## src/design/ikin_pkg.sv

```systemverilog
// shared widths, constants and the cordic arctangent table
// for the two-link arm inverse kinematics core; no dependencies
`timescale 1ns / 1ps
package ikin_pkg;

   localparam int COORD_W = 14;
   localparam int ANGLE_W = 18;
   localparam int MOVE_W  = 19;
   localparam int OPND_W  = 27;   // multiplier and cordic operand width
   localparam int RAD_W   = 50;   // square root radicand width
   localparam int ROOT_W  = RAD_W / 2;
   localparam int CVEC_W  = 50;   // cordic vector width
   localparam int ZANG_W  = 26;   // angle in 2^-16 degree
   localparam int CSTEPS  = 17;

   localparam logic signed [ZANG_W-1:0] DEG180 = 26'sd11796480;
   localparam logic signed [ANGLE_W-1:0] RESET_UPPER = 18'sd5852;
   localparam logic signed [ANGLE_W-1:0] RESET_FORE  = 18'sd23040;

   function automatic logic [22:0] atan_entry(input logic [4:0] idx);
      logic [22:0] v;
      unique case (idx)
         5'd0:  v = 23'd2949120;
         5'd1:  v = 23'd1740967;
         5'd2:  v = 23'd919879;
         5'd3:  v = 23'd466945;
         5'd4:  v = 23'd234379;
         5'd5:  v = 23'd117304;
         5'd6:  v = 23'd58666;
         5'd7:  v = 23'd29335;
         5'd8:  v = 23'd14668;
         5'd9:  v = 23'd7334;
         5'd10: v = 23'd3667;
         5'd11: v = 23'd1833;
         5'd12: v = 23'd917;
         5'd13: v = 23'd458;
         5'd14: v = 23'd229;
         5'd15: v = 23'd115;
         5'd16: v = 23'd57;
         default: v = 23'd0;
      endcase
      return v;
   endfunction

endpackage

```

## src/design/two_link_arm_inverse_kinematics_core.sv

```systemverilog
// two-link planar arm inverse kinematics core
// input channel req_*: target x and y in 1/16 mm, valid/stall handshake
// result channel rsp_*: reachable flag, new upper and forearm angles and the
//   moves from the stored angles, all angles in 1/256 degree
// a transfer on req_ happens when req_valid is high and req_stall is low
// one item at a time: req_stall stays high from the accepting edge until the
//   result is loaded into the rsp_ output register
// sequence: a reachable target runs the shared multiplier (7 steps), the square
//   root unit twice and the cordic unit three times (with no rotations when its
//   y operand is zero), then the result is loaded; an unreachable target goes
//   from the multiplier's check step straight to the done state
// the next transfer can come in the cycle after the result loads, so the core
//   takes a new target only once the previous result is loaded
// the result register holds while it is valid and rsp_stall is high; a finished
//   item waits in the done state until the register frees, and only then are the
//   stored angles updated, and only for a reachable target
// reset (synchronous) clears the handshakes and sets the stored angles to
//   22.859 and 90 degrees
`timescale 1ns / 1ps
module two_link_arm_inverse_kinematics_core (
   input  logic                                  clock,
   input  logic                                  reset,
   input  logic                                  req_valid,
   output logic                                  req_stall,
   input  logic signed [ikin_pkg::COORD_W-1:0]   req_target_x,
   input  logic signed [ikin_pkg::COORD_W-1:0]   req_target_y,
   output logic                                  rsp_valid,
   input  logic                                  rsp_stall,
   output logic                                  rsp_reachable,
   output logic signed [ikin_pkg::ANGLE_W-1:0]   rsp_upper_arm_angle,
   output logic signed [ikin_pkg::ANGLE_W-1:0]   rsp_forearm_angle,
   output logic signed [ikin_pkg::MOVE_W-1:0]    rsp_upper_arm_move,
   output logic signed [ikin_pkg::MOVE_W-1:0]    rsp_forearm_move
);
   import ikin_pkg::*;

   typedef enum logic [7:0] {
      ST_IDLE = 8'b0000_0001,
      ST_MUL  = 8'b0000_0010,
      ST_SQ1  = 8'b0000_0100,
      ST_SQ2  = 8'b0000_1000,
      ST_COR1 = 8'b0001_0000,
      ST_COR2 = 8'b0010_0000,
      ST_COR3 = 8'b0100_0000,
      ST_DONE = 8'b1000_0000
   } ikin_state_type;

   localparam logic [2:0] MS_XX    = 3'd0;
   localparam logic [2:0] MS_YY    = 3'd1;
   localparam logic [2:0] MS_DY1   = 3'd2;
   localparam logic [2:0] MS_DY2   = 3'd3;
   localparam logic [2:0] MS_CHECK = 3'd4;
   localparam logic [2:0] MS_BSQ   = 3'd5;
   localparam logic [2:0] MS_DSQ   = 3'd6;

   localparam logic [RAD_W-1:0] ESQ = 50'd131533373440000;

   ikin_state_type state_ff, state_in;
   logic go_ff, go_in;
   logic [2:0] mstep_ff;

   logic signed [COORD_W-1:0] tx_ff, ty_ff;
   logic [26:0] xx_ff, yy_ff, p1_ff, p2_ff;
   logic [27:0] r2_ff;
   logic        ok_ff;
   logic [RAD_W-1:0] asq_ff, bsq_ff, dsq_ff;
   logic signed [OPND_W-1:0] a_ff, d_ff;
   logic [ROOT_W-1:0] c_ff, e_ff;
   logic signed [ZANG_W-1:0] t1_ff, t2_ff, t3_ff;
   logic signed [ANGLE_W-1:0] cur_up_ff, cur_fore_ff;

   logic rsp_valid_ff, rsp_reach_ff;
   logic signed [ANGLE_W-1:0] rsp_up_ff, rsp_fore_ff;
   logic signed [MOVE_W-1:0]  rsp_mup_ff, rsp_mfore_ff;

   logic signed [OPND_W-1:0] mul_a, mul_b, a_c, d_c;
   logic signed [2*OPND_W-1:0] prod;
   logic ok_c, accept, out_free;
   logic [RAD_W-1:0] rad;
   logic sq_start, sq_done, cor_start, cor_done;
   logic [ROOT_W-1:0] sq_root;
   logic signed [OPND_W-1:0] cy, cx;
   logic signed [ZANG_W-1:0] cor_angle;
   logic signed [27:0] up_f, fore_f, up_rnd, fore_rnd;
   logic signed [ANGLE_W-1:0] new_up, new_fore;

   assign accept   = req_valid && !req_stall;
   assign req_stall = (state_ff != ST_IDLE);
   assign out_free = !rsp_valid_ff || !rsp_stall;

   assign a_c = $signed(r2_ff[26:0]) - 27'sd1536000;
   assign d_c = 27'sd11571200 - $signed(r2_ff[26:0]);

   // shared multiplier operand select
   always_comb begin
      unique case (mstep_ff)
         MS_XX:    begin mul_a = 27'(tx_ff); mul_b = 27'(tx_ff); end
         MS_YY:    begin mul_a = 27'(ty_ff); mul_b = 27'(ty_ff); end
         MS_DY1:   begin
            mul_a = 27'(ty_ff) - 27'sd2240; mul_b = 27'(ty_ff) - 27'sd2240;
         end
         MS_DY2:   begin
            mul_a = 27'(ty_ff) + 27'sd2560; mul_b = 27'(ty_ff) + 27'sd2560;
         end
         MS_CHECK: begin mul_a = a_c; mul_b = a_c; end
         MS_BSQ:   begin mul_a = 27'sd20070400; mul_b = $signed(r2_ff[26:0]); end
         MS_DSQ:   begin mul_a = d_c; mul_b = d_c; end
         default:  begin mul_a = '0; mul_b = '0; end
      endcase
   end
   assign prod = mul_a * mul_b;

   // five region tests
   assign ok_c = ({1'b0, xx_ff} + {1'b0, p1_ff} >= 28'd6553600) &&
                 (r2_ff >= 28'd1003203) &&
                 ({1'b0, xx_ff} + {1'b0, p2_ff} >= 28'd5017600) &&
                 (r2_ff <= 28'd19195614) &&
                 (ty_ff >= -14'sd1912);

   // negative radicand clamps the leg to zero
   always_comb begin
      if (state_ff == ST_SQ1) begin
         rad = (asq_ff >= bsq_ff) ? '0 : bsq_ff - asq_ff;
      end else begin
         rad = (dsq_ff >= ESQ) ? '0 : ESQ - dsq_ff;
      end
   end

   assign sq_start  = go_ff && ((state_ff == ST_SQ1) || (state_ff == ST_SQ2));
   assign cor_start = go_ff && ((state_ff == ST_COR1) || (state_ff == ST_COR2) ||
                                (state_ff == ST_COR3));

   always_comb begin
      unique case (state_ff)
         ST_COR1: begin cy = a_ff; cx = 27'({2'b00, c_ff}); end
         ST_COR2: begin cy = 27'(ty_ff); cx = 27'(tx_ff); end
         default: begin cy = 27'({2'b00, e_ff}); cx = d_ff; end
      endcase
   end

   ikin_isqrt u_isqrt (
      .clock    (clock),
      .reset    (reset),
      .start    (sq_start),
      .radicand (rad),
      .done     (sq_done),
      .root     (sq_root)
   );

   ikin_cordic u_cordic (
      .clock (clock),
      .reset (reset),
      .start (cor_start),
      .in_y  (cy),
      .in_x  (cx),
      .done  (cor_done),
      .angle (cor_angle)
   );

   // final angles, rounded to 1/256 degree
   assign up_f     = 28'(t1_ff) - 28'(t2_ff);
   assign fore_f   = 28'sd5898240 + up_f - 28'(t3_ff);
   assign up_rnd   = up_f + 28'sd128;
   assign fore_rnd = fore_f + 28'sd128;
   assign new_up   = $signed(up_rnd[25:8]);
   assign new_fore = $signed(fore_rnd[25:8]);

   always_comb begin
      state_in = state_ff;
      go_in    = 1'b0;
      unique case (state_ff)
         ST_IDLE: if (req_valid) state_in = ST_MUL;
         ST_MUL: begin
            if (mstep_ff == MS_CHECK && !ok_c) begin
               state_in = ST_DONE;
            end else if (mstep_ff == MS_DSQ) begin
               state_in = ST_SQ1;
               go_in    = 1'b1;
            end
         end
         ST_SQ1: if (sq_done) begin state_in = ST_SQ2; go_in = 1'b1; end
         ST_SQ2: if (sq_done) begin state_in = ST_COR1; go_in = 1'b1; end
         ST_COR1: if (cor_done) begin state_in = ST_COR2; go_in = 1'b1; end
         ST_COR2: if (cor_done) begin state_in = ST_COR3; go_in = 1'b1; end
         ST_COR3: if (cor_done) state_in = ST_DONE;
         ST_DONE: if (out_free) state_in = ST_IDLE;
         default: state_in = ST_IDLE;
      endcase
   end

   always_ff @(posedge clock) begin
      if (reset) begin
         state_ff     <= ST_IDLE;
         go_ff        <= 1'b0;
         rsp_valid_ff <= 1'b0;
         cur_up_ff    <= RESET_UPPER;
         cur_fore_ff  <= RESET_FORE;
      end else begin
         state_ff <= state_in;
         go_ff    <= go_in;
         if (state_ff == ST_DONE && out_free) begin
            rsp_valid_ff <= 1'b1;
            if (ok_ff) begin
               cur_up_ff   <= new_up;
               cur_fore_ff <= new_fore;
            end
         end else if (!rsp_stall) begin
            rsp_valid_ff <= 1'b0;
         end
      end
   end

   // datapath registers
   always_ff @(posedge clock) begin
      if (accept) begin
         tx_ff    <= req_target_x;
         ty_ff    <= req_target_y;
         mstep_ff <= MS_XX;
      end
      if (state_ff == ST_MUL) begin
         mstep_ff <= mstep_ff + 3'd1;
         unique case (mstep_ff)
            MS_XX:  xx_ff <= prod[26:0];
            MS_YY:  yy_ff <= prod[26:0];
            MS_DY1: begin
               p1_ff <= prod[26:0];
               r2_ff <= {1'b0, xx_ff} + {1'b0, yy_ff};
            end
            MS_DY2: p2_ff <= prod[26:0];
            MS_CHECK: begin
               ok_ff  <= ok_c;
               asq_ff <= prod[RAD_W-1:0];
               a_ff   <= a_c;
            end
            MS_BSQ: bsq_ff <= prod[RAD_W-1:0];
            MS_DSQ: begin
               dsq_ff <= prod[RAD_W-1:0];
               d_ff   <= d_c;
            end
            default: ;
         endcase
      end
      if (sq_done && state_ff == ST_SQ1) c_ff <= sq_root;
      if (sq_done && state_ff == ST_SQ2) e_ff <= sq_root;
      if (cor_done && state_ff == ST_COR1) t1_ff <= cor_angle;
      if (cor_done && state_ff == ST_COR2) t2_ff <= cor_angle;
      if (cor_done && state_ff == ST_COR3) t3_ff <= cor_angle;
      if (state_ff == ST_DONE && out_free) begin
         rsp_reach_ff <= ok_ff;
         if (ok_ff) begin
            rsp_up_ff    <= new_up;
            rsp_fore_ff  <= new_fore;
            rsp_mup_ff   <= 19'(new_up) - 19'(cur_up_ff);
            rsp_mfore_ff <= 19'(new_fore) - 19'(cur_fore_ff);
         end else begin
            rsp_up_ff    <= cur_up_ff;
            rsp_fore_ff  <= cur_fore_ff;
            rsp_mup_ff   <= '0;
            rsp_mfore_ff <= '0;
         end
      end
   end

   assign rsp_valid           = rsp_valid_ff;
   assign rsp_reachable       = rsp_reach_ff;
   assign rsp_upper_arm_angle = rsp_up_ff;
   assign rsp_forearm_angle   = rsp_fore_ff;
   assign rsp_upper_arm_move  = rsp_mup_ff;
   assign rsp_forearm_move    = rsp_mfore_ff;

endmodule

```

## src/design/ikin_isqrt.sv

```systemverilog
// iterative floor square root, two radicand bits per cycle
// depends on ikin_pkg
`timescale 1ns / 1ps
module ikin_isqrt (
   input  logic                         clock,
   input  logic                         reset,
   input  logic                         start,
   input  logic [ikin_pkg::RAD_W-1:0]   radicand,
   output logic                         done,
   output logic [ikin_pkg::ROOT_W-1:0]  root
);
   import ikin_pkg::*;

   logic [RAD_W-1:0]  rad_ff;
   logic [ROOT_W-1:0] root_ff;
   logic [27:0]       rem_ff;
   logic [4:0]        cnt_ff;
   logic              busy_ff;
   logic              done_ff;
   logic [29:0]       rem_t;
   logic [29:0]       trial;

   assign rem_t = {rem_ff, rad_ff[RAD_W-1 -: 2]};
   assign trial = {3'b000, root_ff, 2'b01};

   always_ff @(posedge clock) begin
      done_ff <= 1'b0;
      if (reset) begin
         busy_ff <= 1'b0;
      end else if (start) begin
         rad_ff  <= radicand;
         root_ff <= '0;
         rem_ff  <= '0;
         cnt_ff  <= '0;
         busy_ff <= 1'b1;
      end else if (busy_ff) begin
         rad_ff <= {rad_ff[RAD_W-3:0], 2'b00};
         if (rem_t >= trial) begin
            rem_ff  <= 28'(rem_t - trial);
            root_ff <= {root_ff[ROOT_W-2:0], 1'b1};
         end else begin
            rem_ff  <= rem_t[27:0];
            root_ff <= {root_ff[ROOT_W-2:0], 1'b0};
         end
         cnt_ff <= cnt_ff + 5'd1;
         if (cnt_ff == 5'(ROOT_W - 1)) begin
            busy_ff <= 1'b0;
            done_ff <= 1'b1;
         end
      end
   end

   assign done = done_ff;
   assign root = root_ff;

endmodule

```

## src/design/ikin_cordic.sv

```systemverilog
// vectoring cordic atan2, one rotation per cycle, 17 rotations, none when in_y is zero
// depends on ikin_pkg
`timescale 1ns / 1ps
module ikin_cordic (
   input  logic                                clock,
   input  logic                                reset,
   input  logic                                start,
   input  logic signed [ikin_pkg::OPND_W-1:0]  in_y,
   input  logic signed [ikin_pkg::OPND_W-1:0]  in_x,
   output logic                                done,
   output logic signed [ikin_pkg::ZANG_W-1:0]  angle
);
   import ikin_pkg::*;

   logic signed [CVEC_W-1:0] x_ff, y_ff;
   logic signed [ZANG_W-1:0] z_ff;
   logic [4:0]               cnt_ff;
   logic                     busy_ff;
   logic                     done_ff;
   logic signed [CVEC_W-1:0] ys_load, xs_load, x_sh, y_sh;
   logic signed [ZANG_W-1:0] tab;

   assign ys_load = $signed({{(CVEC_W-OPND_W-20){in_y[OPND_W-1]}}, in_y, 20'b0});
   assign xs_load = $signed({{(CVEC_W-OPND_W-20){in_x[OPND_W-1]}}, in_x, 20'b0});
   assign x_sh    = x_ff >>> cnt_ff;
   assign y_sh    = y_ff >>> cnt_ff;
   assign tab     = $signed({3'b000, atan_entry(cnt_ff)});

   always_ff @(posedge clock) begin
      done_ff <= 1'b0;
      if (reset) begin
         busy_ff <= 1'b0;
      end else if (start) begin
         cnt_ff <= '0;
         if (in_y == '0) begin
            z_ff    <= (in_x < 0) ? DEG180 : '0;
            done_ff <= 1'b1;
            busy_ff <= 1'b0;
         end else begin
            busy_ff <= 1'b1;
            if (in_x < 0) begin
               x_ff <= -xs_load;
               y_ff <= -ys_load;
               z_ff <= (in_y > 0) ? DEG180 : -DEG180;
            end else begin
               x_ff <= xs_load;
               y_ff <= ys_load;
               z_ff <= '0;
            end
         end
      end else if (busy_ff) begin
         if (y_ff > 0) begin
            x_ff <= x_ff + y_sh;
            y_ff <= y_ff - x_sh;
            z_ff <= z_ff + tab;
         end else begin
            x_ff <= x_ff - y_sh;
            y_ff <= y_ff + x_sh;
            z_ff <= z_ff - tab;
         end
         cnt_ff <= cnt_ff + 5'd1;
         if (cnt_ff == 5'(CSTEPS - 1)) begin
            busy_ff <= 1'b0;
            done_ff <= 1'b1;
         end
      end
   end

   assign done  = done_ff;
   assign angle = z_ff;

endmodule

```

## config.mk

```make
export PLATFORM = sky130hd
export DESIGN_NAME = two_link_arm_inverse_kinematics_core
export DESIGN_NICKNAME = d
export VERILOG_FILES = /design/src/design/ikin_pkg.sv /design/src/design/two_link_arm_inverse_kinematics_core.sv /design/src/design/ikin_isqrt.sv /design/src/design/ikin_cordic.sv
export SDC_FILE = /design/constraint.sdc
export NUM_CORES = 2
export LEC_CHECK = 0
export ABC_AREA = 1
export BUFFER_PORTS_ARGS = -buffer_cell sky130_fd_sc_hd__buf_2
export CAP_MARGIN = 20
export CORE_ASPECT_RATIO = 1.1
export CORE_MARGIN = 3
export CORE_UTILIZATION = 50
export DETAILED_ROUTE_END_ITERATION = 7
export MAX_ROUTING_LAYER = met4
export PLACE_DENSITY = 0.63
export SKIP_CTS_REPAIR_TIMING = 1
export SYNTH_ARGS = -nofsm -noshare
export SYNTH_HDL_FRONTEND = slang
export SYNTH_SLANG_ARGS = --single-unit
```

## constraint.sdc

```tcl
create_clock -name clock -period 11.98 [get_ports clock]
set_input_delay 1.198 -clock clock [delete_from_list [all_inputs] [get_ports clock]]
set_output_delay 1.198 -clock clock [all_outputs]
set_load 0.005 [all_outputs]
```

==> metrics <==
worst path arrival time 11.52 ns; Syn. warnings 0; syn nets 13560; clk_lat worst skew 0.81 ns; post-synth top area share 0.263; leading area contributor after synthesis edfxtp_1; CTS buffer count 102; Worst Hold Launch u_isqrt.busy_ff; CTS tree done; Sink Count 886; FF-to-FF Start mstep_ff[0]; layout cell share with drive strength beyond 1 0.0497; initial core utilization 0.504; syn avg cell area 7.61 sq um; GRT overflow 0; status complete, no violations; number of top-level pins 109; most frequent cell on the critical path inv_1; largest net degree at the start of global routing 99; Slew @ Worst Pin 1.16 ns; Die H 458 um; Die Span X 417 um; number of detailed-route iterations in the first pass 7; main area contributors after synthesis edfxtp_1, fa_1, nand2_1, inv_1, ha_1; WP data required 12.48 ns; DRT iter0 DRCs 6776; distinct cell type count after synthesis 82; Reg2Reg Depth 34; Synth Cell Area 0.0930 sq mm; Clock Tree Root clkbuf_16; Slew Viols, Final 0; Placeable Area 0.184 sq mm; crit-path max cell delay 0.90 ns; H-tree depth 3; GR Util All Layers 0.359; fin nets 13555; CTS clk-pin slew, worst paths 0.07 ns; Fin Setup TNS 0 ns; startpoint class of the critical path register; worst min-delay path class reg -> reg; max_cap viols 0; wire per inst 22.8 um; Avg Vias per Cell 5.65; Buffers on Ports 108; sequential share of the synthesized area 0.278; number of global-route vias before repair 82349; Period minus WS final 11.01 ns; Final Cycle Share 0.919; FF+latch count, synth 886; first-pass GRT wire length 505000 um; Post-Route WL 337000 um; worst r2r dst bsq_ff[30]; crit path launch mstep_ff[0]; CP endpoint kind register; Post-DRT Antenna Nets 0; Post-synth EDFFs 814; maximum root-to-sink buffer count 3; Setup-failing EPs final 0; worst setup path endpoint bsq_ff[30]; vias 83191; RD Place Congestion 1.01; post-DP HPWL 272000 um; initial antenna violation count 5; ys async rst share 0; Area Growth Syn to Fin 7.26%; Setup CP Type reg -> reg; R2R setup slack 0.97 ns; Post-synth top flop edfxtp_1; Mapped Cells 12222; DRC 0; # rows 165; die area 0.191 sq mm; Clock Skews 0.112 ns; Slew HR 0.218; hold slack 0.471 ns; slowest CP cell a21oi_1; RSZ-0062 raised after global routing false; Max Fclk 0.0908 GHz; Final Hold Viols 0; critical-path maximum fanout 23
-- worst min path at each step --
stage                      end  slack, ns  cells past startpoint
2_1_floorplan   cur_fore_ff[9]       0.44                      2
3_3_place_gp      cur_up_ff[0]       0.45                      2
3_5_place_dp   u_isqrt.busy_ff       0.46                      2
4_1_cts        u_isqrt.busy_ff       0.47                      2
5_1_grt        u_isqrt.busy_ff       0.49                      2
6_report       u_isqrt.busy_ff       0.47                      2
-- sequential cells by signal (all words and copies together), names as in the netlist, 26 cells and up --
signal and count:
xx_ff 27, u_cordic.y_ff 50, t2_ff 26, bsq_ff 50, p2_ff 27, a_ff 27, u_cordic.x_ff 50, u_isqrt.rad_ff 50
p1_ff 27, yy_ff 27, u_isqrt.rem_ff 28, t3_ff 26, dsq_ff 50, u_cordic.angle 26, t1_ff 26, asq_ff 50
r2_ff 28, d_ff 27
-- routing by layer --
metal,track usage,vias up,part of all wire
met4,0.228,0,0.077
met5,-,-,0
met1,0.405,39985,0.37
met2,0.610,3130,0.49
li1,-,39197,-
met3,0.0379,879,0.055
-- critical path, delay by kind of cell (launching register included) --
kind                     cells  cell delay, ns
buffers and inverters       11            2.10
flip-flops                   1            0.40
XOR/XNOR                     1            0.42
AO/OA/AOI/OAI                4            2.36
adder cells (fa/ha/maj)      9            4.00
AND/OR/NAND/NOR              9            1.46
-- area by class of cell --
type,instances,area (sq um)
antenna,2,5.00
sequential,886,25900
clock inverter,60,727
fill,17761,84600
tap,2421,3030
inverter,2208,8290
multi-input combinational,8776,57500
clock buffer,132,2740
timing repair buffer,243,1570
-- cells in the final DEF (no fill, tap or decap), types with 30 or more instances in the layout --
| cell type | instances |
|---|---|
| o21ai_0 | 583 |
| a21oi_1 | 710 |
| o21ai_1 | 89 |
| clkbuf_16 | 103 |
| xnor2_1 | 128 |
| inv_1 | 2173 |
| dfxtp_1 | 72 |
| edfxtp_1 | 814 |
| nor2_1 | 926 |
| xor2_1 | 235 |
| o211ai_1 | 56 |
| ha_1 | 576 |
| nand3_1 | 717 |
| buf_4 | 132 |
| or2_2 | 42 |
| nand2_1 | 3152 |
| a21o_1 | 37 |
| o21a_1 | 52 |
| nor3_1 | 119 |
| nand4_1 | 136 |
| a31oi_1 | 70 |
| buf_2 | 108 |
| o22ai_1 | 30 |
| fa_1 | 730 |
| nor4_1 | 45 |
-- cell usage after synthesis, types with 10 or more instances --
master    instances
nand4_1         136
o211ai_1         56
buf_6            15
a21oi_1         711
o21a_1           52
a211oi_1         15
edfxtp_1        814
and2_1           15
nor2_1          942
xnor2_1         133
nor4_1           46
or2_1            10
inv_1          2175
clkbuf_1        212
nand2_1        3153
nand3b_1         29
o221ai_1         17
o21bai_1         22
buf_1            41
inv_2            26
nand3_1         719
a31oi_1          70
o31ai_1          18
nor2_2           20
dfxtp_1          72
fa_1            730
nand2_2          24
o21ai_0         584
o21ai_1          95
o21ai_2          22
xor2_1          241
buf_2            70
ha_1            576
o22ai_1          30
nor3_1          120
or2_2            42
a21o_1           37
-- kinds of logic (layout without fill, tap and decap cells) --
logic type	Yosys count	in the layout	synth area share
and+or+nand+nor	5296	5296	0.237
AOI/OAI and AO/OA	1795	1795	0.108
muxes	5	5	0.000538
buffers and inverters	2560	2643	0.106
other	0	2	0
adders and majority gates	1306	1306	0.235
DFF	886	886	0.278
xor gates and xnor gates	374	374	0.0352
-- through the flow --
stage | cells | util | instance area, sq um | setup WS, ns
3_3_place_gp | 14528 | 0.522 | 96200 | 1.08
2_1_floorplan | 12222 | - | 93000 | 2.08
3_5_place_dp | 14530 | 0.522 | 96200 | 1.21
4_1_cts | 14722 | 0.541 | 99700 | 1.19
5_1_grt | 14728 | 0.541 | 99700 | 0.737
6_report | 14728 | 0.541 | 99700 | 0.969
Power is not shown: default switching activity piles up to over one toggle a cycle in this logic, so the estimate is an artifact.
